## src/cdra_pkg.sv

```systemverilog
// ----------------------------------------------------------------------------
// cdra_pkg
// Types and constants shared by the chunked range allocator and its cells.
// ----------------------------------------------------------------------------
package cdra_pkg;

    localparam int NUM_CHUNKS      = 16;
    localparam int SLOTS_PER_CHUNK = 256;
    localparam int MAX_RANGES      = 16;

    localparam int CHUNK_W = 4;
    localparam int OFF_W   = 8;
    localparam int SLOT_W  = CHUNK_W + OFF_W;
    localparam int RANGE_W = OFF_W + 1;
    localparam int RIDX_W  = 4;
    localparam int CNT_W   = 5;
    localparam int FILL_W  = 5;
    localparam int USED_W  = 13;
    localparam int SIZE_W  = 9;
    localparam int ADDR_W  = 48;
    localparam int PROD_W  = SLOT_W + SIZE_W;

    typedef logic [RANGE_W-1:0] range_t;

    typedef enum logic [1:0] {
        CELL_HOLD,
        CELL_WRITE,
        CELL_INSERT,
        CELL_REMOVE
    } cell_op_t;

    typedef struct packed {
        logic [CHUNK_W-1:0] chunk;
        cell_op_t           op;
        logic [RIDX_W-1:0]  pos;
        range_t             new_first;
        range_t             new_limit;
    } cell_ctl_t;

    typedef enum logic [2:0] {
        S_IDLE,
        S_TAKE,
        S_SCAN,
        S_MUL,
        S_FIN
    } state_t;

    localparam logic       CMD_ALLOC = 1'b0;
    localparam logic       CMD_FREE  = 1'b1;
    localparam logic [1:0] ST_OK     = 2'd0;
    localparam logic [1:0] ST_EMPTY  = 2'd1;
    localparam logic [1:0] ST_FULL   = 2'd2;

    localparam logic [1:0] REG_SIZE = 2'd0;
    localparam logic [1:0] REG_CPU  = 2'd1;
    localparam logic [1:0] REG_GPU  = 2'd2;

endpackage

```

## src/cdra_cell.sv

```systemverilog
// ----------------------------------------------------------------------------
// cdra_cell
// One range position of every chunk's list; shifts with its neighbors.
// ----------------------------------------------------------------------------
module cdra_cell (
    input  logic               aclk,
    input  logic               aresetn,
    input  logic [3:0]         idx,
    input  logic               head,
    input  cdra_pkg::cell_ctl_t ctl,
    input  cdra_pkg::range_t   left_first,
    input  cdra_pkg::range_t   left_limit,
    input  cdra_pkg::range_t   right_first,
    input  cdra_pkg::range_t   right_limit,
    output cdra_pkg::range_t   rd_first,
    output cdra_pkg::range_t   rd_limit
);
    import cdra_pkg::*;

    range_t first_reg [NUM_CHUNKS];
    range_t limit_reg [NUM_CHUNKS];

    assign rd_first = first_reg[ctl.chunk];
    assign rd_limit = limit_reg[ctl.chunk];

    always_ff @(posedge aclk) begin
        if (!aresetn) begin
            for (int j = 0; j < NUM_CHUNKS; j++) begin
                first_reg[j] <= '0;
                limit_reg[j] <= head ? RANGE_W'(SLOTS_PER_CHUNK) : '0;
            end
        end else begin
            case (ctl.op)
                CELL_WRITE: begin
                    if (idx == ctl.pos) begin
                        first_reg[ctl.chunk] <= ctl.new_first;
                        limit_reg[ctl.chunk] <= ctl.new_limit;
                    end
                end
                CELL_INSERT: begin
                    if (idx == ctl.pos) begin
                        first_reg[ctl.chunk] <= ctl.new_first;
                        limit_reg[ctl.chunk] <= ctl.new_limit;
                    end else if (idx > ctl.pos) begin
                        first_reg[ctl.chunk] <= left_first;
                        limit_reg[ctl.chunk] <= left_limit;
                    end
                end
                CELL_REMOVE: begin
                    if (idx >= ctl.pos) begin
                        first_reg[ctl.chunk] <= right_first;
                        limit_reg[ctl.chunk] <= right_limit;
                    end
                end
                default: ;
            endcase
        end
    end

endmodule
```

## config.mk

```make
export PLATFORM = sky130hd
export DESIGN_NAME = cdra_cell
export DESIGN_NICKNAME = d
export VERILOG_FILES = /design/src/cdra_pkg.sv /design/src/cdra_cell.sv
export SDC_FILE = /design/constraint.sdc
export NUM_CORES = 1
export LEC_CHECK = 0
export BUFFER_PORTS_ARGS = -buffer_cell sky130_fd_sc_hd__buf_2
export CAP_MARGIN = 20
export CORE_MARGIN = 10
export CORE_UTILIZATION = 61
export DETAILED_ROUTE_END_ITERATION = 7
export PLACE_DENSITY = 0.8
export SLEW_MARGIN = 20
export SYNTH_ARGS = -nofsm -noshare
export SYNTH_HDL_FRONTEND = slang
export SYNTH_SLANG_ARGS = --single-unit
```

## constraint.sdc

```tcl
create_clock -name aclk -period 3.5 [get_ports aclk]
set_input_delay 0.35 -clock aclk [delete_from_list [all_inputs] [get_ports aclk]]
set_output_delay 0.35 -clock aclk [all_outputs]
set_load 0.1 [all_outputs]
```

==> impl_metrics.yaml <==
floorplanning:
  io_pins: 89
  die_h_microns: 170
  core_area_sq_mm: 0.0220
  dieArea_sq_mm: 0.0288
  die_x_microns: 170
  initial_core_util: 0.623
  rows: 54
yosys:
  syn-num-nets: 962
  synthArstFlopShare: 0
  synth_compound_area_frac: 0.0443
  synth-edff-count: 288
  netlist_area_sq_mm: 0.0137
  synthXorXnorAreaFrac: 0
  ys_warn_count: 0
  muxShareOfSynthArea: 0.160
  synthAdderAreaFrac: 0.00366
  synthesis.area_per_instance_sq_um: 15.4
  synth_top_family_by_area: "multiplexers"
  synthFlopType: "edfxtp_1"
  synth.ff_latch_count: 288
  synthSimpleGateAreaFrac: 0.127
  netlist_instances: 887
  seq_area_frac_synth: 0.633
  synth_cell_types: 32
final_layout:
  areaGrowthSynthToFinish_pct: 14.2
  layout-drive-gt1-share: 0.337
  antenna_cells: 0
  fin_nets: 1077
pwr:
  power_density_mw_per_mm2: 506
  power.leakage_nw: 5.27
  vdd_drop_max_mv: 0.349
setup_path:
  crit_chain: "buf_4 > buf_4 > mux4_2 > mux4_2 > buf_2"
  slowest_stage: "buf_4"
  crit_type: "in -> out"
  crit_required_ns: 3.15
  critPathLaunchType: "input port"
  path_max_fanout: 39
  worst_path_largest_cell_delay_ns: 0.55
  end_kind: "output port"
  arrival_ns: 2.61
  setup.worst_path.start: "ctl[24]"
clock_network:
  cts_setup_buffers: 0
  cts.sinks: 288
  clkTransAtPathRegs_ns: 0.06
  cts_hold_buf: 0
  tritoncts: "yes"
  cts_root_buf: "clkbuf_16"
  cts.path.max_buffers: 3
  cts_made_buffers: 29
  htree_num_levels: 1
  cts_resized: 0
flow_run:
  maxCapViolCount: 0
timing:
  worst_pin_slew_ns: 1.10
  rsz0062_at_grt: "false"
  timing.fmax_ghz: 0.338
  period_share: 0.844
  slew_viol_final: 0
  hold_viol_final: 0
  finalSetupTns_ns: 0
  setup_ws_ns: 0.545
  setup_viol: 0
  slew_headroom: 0.267
  period_needed_ns: 2.96
placed_design:
  dp_slack_ns: 0.305
  port_buffers: 88
  place.gp.congestion: 0.890
  hpwl_mm: 24.1
route:
  routed_wl_mm: 38.4
  vias: 9114
  drt-pass1-iter-count: 5
  drc: 0
  avgViaCountPerCell: 7.01
  drt_iter0_drc: 1296
  routedWlPerCell_microns: 29.5
  final_antenna_net_count: 0
hold_path:
  min_from: "right_first[4]"
  min_delay_path_depth: 3
  min_path_type: "in -> reg"
outcome:
  outcome: "finished clean"
global_route:
  antenna_found_initial: 0
  grt-ovfl-total: 0
  grt_pass1_wl_mm: 58.1
  grt_max_degree: 40
  track_usage: 0.272
  grt_pass1_vias: 9363
-- cells by family (layout without fill, tap and decap cells) --
family          Yosys count  count (layout)
mux                     106             106
buf+inv                  93             226
fa+ha+maj                 4               4
simple gates            352             352
flops                   288             288
compound gates           44              44
-- layer usage --
layer  routed length [microns]  vias up  global-route usage
li1                          -     3815                   -
met1                     13100     4436               0.356
met2                     18500      711               0.441
met3                      4880      152              0.0456
met4                      1940        0               0.124
met5                         0        -                   0
-- Yosys cell counts (2+ instances only) --
master | n | area share
buf_1 | 5 | 0.0014
ha_1 | 4 | 0.0037
buf_2 | 27 | 0.0099
mux4_2 | 90 | 0.15
nor2b_1 | 18 | 0.0082
o21ai_2 | 13 | 0.0083
clkbuf_1 | 41 | 0.011
a221oi_2 | 8 | 0.0088
nor2_1 | 28 | 0.0077
buf_4 | 12 | 0.0066
nor3_1 | 279 | 0.10
buf_6 | 2 | 0.0016
inv_1 | 6 | 0.0016
nand2_1 | 20 | 0.0055
a221oi_4 | 9 | 0.017
o21ai_1 | 4 | 0.0015
nand2b_1 | 4 | 0.0018
mux2i_1 | 16 | 0.012
edfxtp_1 | 288 | 0.63
-- metrics by stage --
stage | area [sq um] | hold WS (ns) | util | cells | power [mW]
3_5_place_dp | 14800 | 0.864 | 0.673 | 1250 | 5.21
2_1_floorplan | 13700 | 0.657 | - | 887 | 4.87
3_3_place_gp | 14800 | 0.904 | 0.673 | 1250 | 5.18
4_1_cts | 15600 | 0.306 | 0.710 | 1299 | 7.89
5_1_grt | 15600 | 0.309 | 0.711 | 1300 | 8.09
6_report | 15600 | 0.292 | 0.711 | 1300 | 7.90
-- cells in the final DEF, fill, tap and decap left out, types with 4 or more instances in the layout --
cell	Yosys	routed
a221oi_2	8	8
a221oi_4	9	9
buf_12	0	7
buf_2	27	86
buf_4	12	78
clkbuf_1	41	9
clkbuf_16	0	29
clkinv_1	0	5
clkinv_2	0	4
edfxtp_1	288	288
ha_1	4	4
inv_1	6	6
mux2i_1	16	16
mux4_2	90	90
nand2_1	20	20
nand2b_1	4	4
nor2_1	28	19
nor2_2	0	9
nor2b_1	18	18
nor3_1	279	279
o21ai_2	13	16
-- report_power, final --
group	switching (mW)	leakage, nW	internal (mW)
Combinational	0.740	2.13	0.362
Clock	1.24	0.396	1.51
Sequential	0.0560	2.74	3.99
Total	2.04	5.27	5.86
-- final timing paths --
kind | endpoint | slack (ns)
worst max-delay path | rd_limit[8] | 0.54
worst min-delay path | first_reg[11][4]$_SDFFCE_PN0P_ | 0.29
-- layout make-up --
type / count / area (sq um)
Clock buffer: 38 / 759
Timing Repair Buffer: 171 / 1160
Multi-Input combinational cell: 506 / 4620
Tap cell: 280 / 350
Inverter: 6 / 22.5
Fill cell: 1356 / 6340
Clock inverter: 11 / 55.1
Sequential cell: 288 / 8650
-- worst max-delay path: cells and delay by family --
family | cells | cell delay [ns]
multiplexers | 2 | 1.03
buffers and inverters | 3 | 1.19
(Power assumes the default switching activity.)
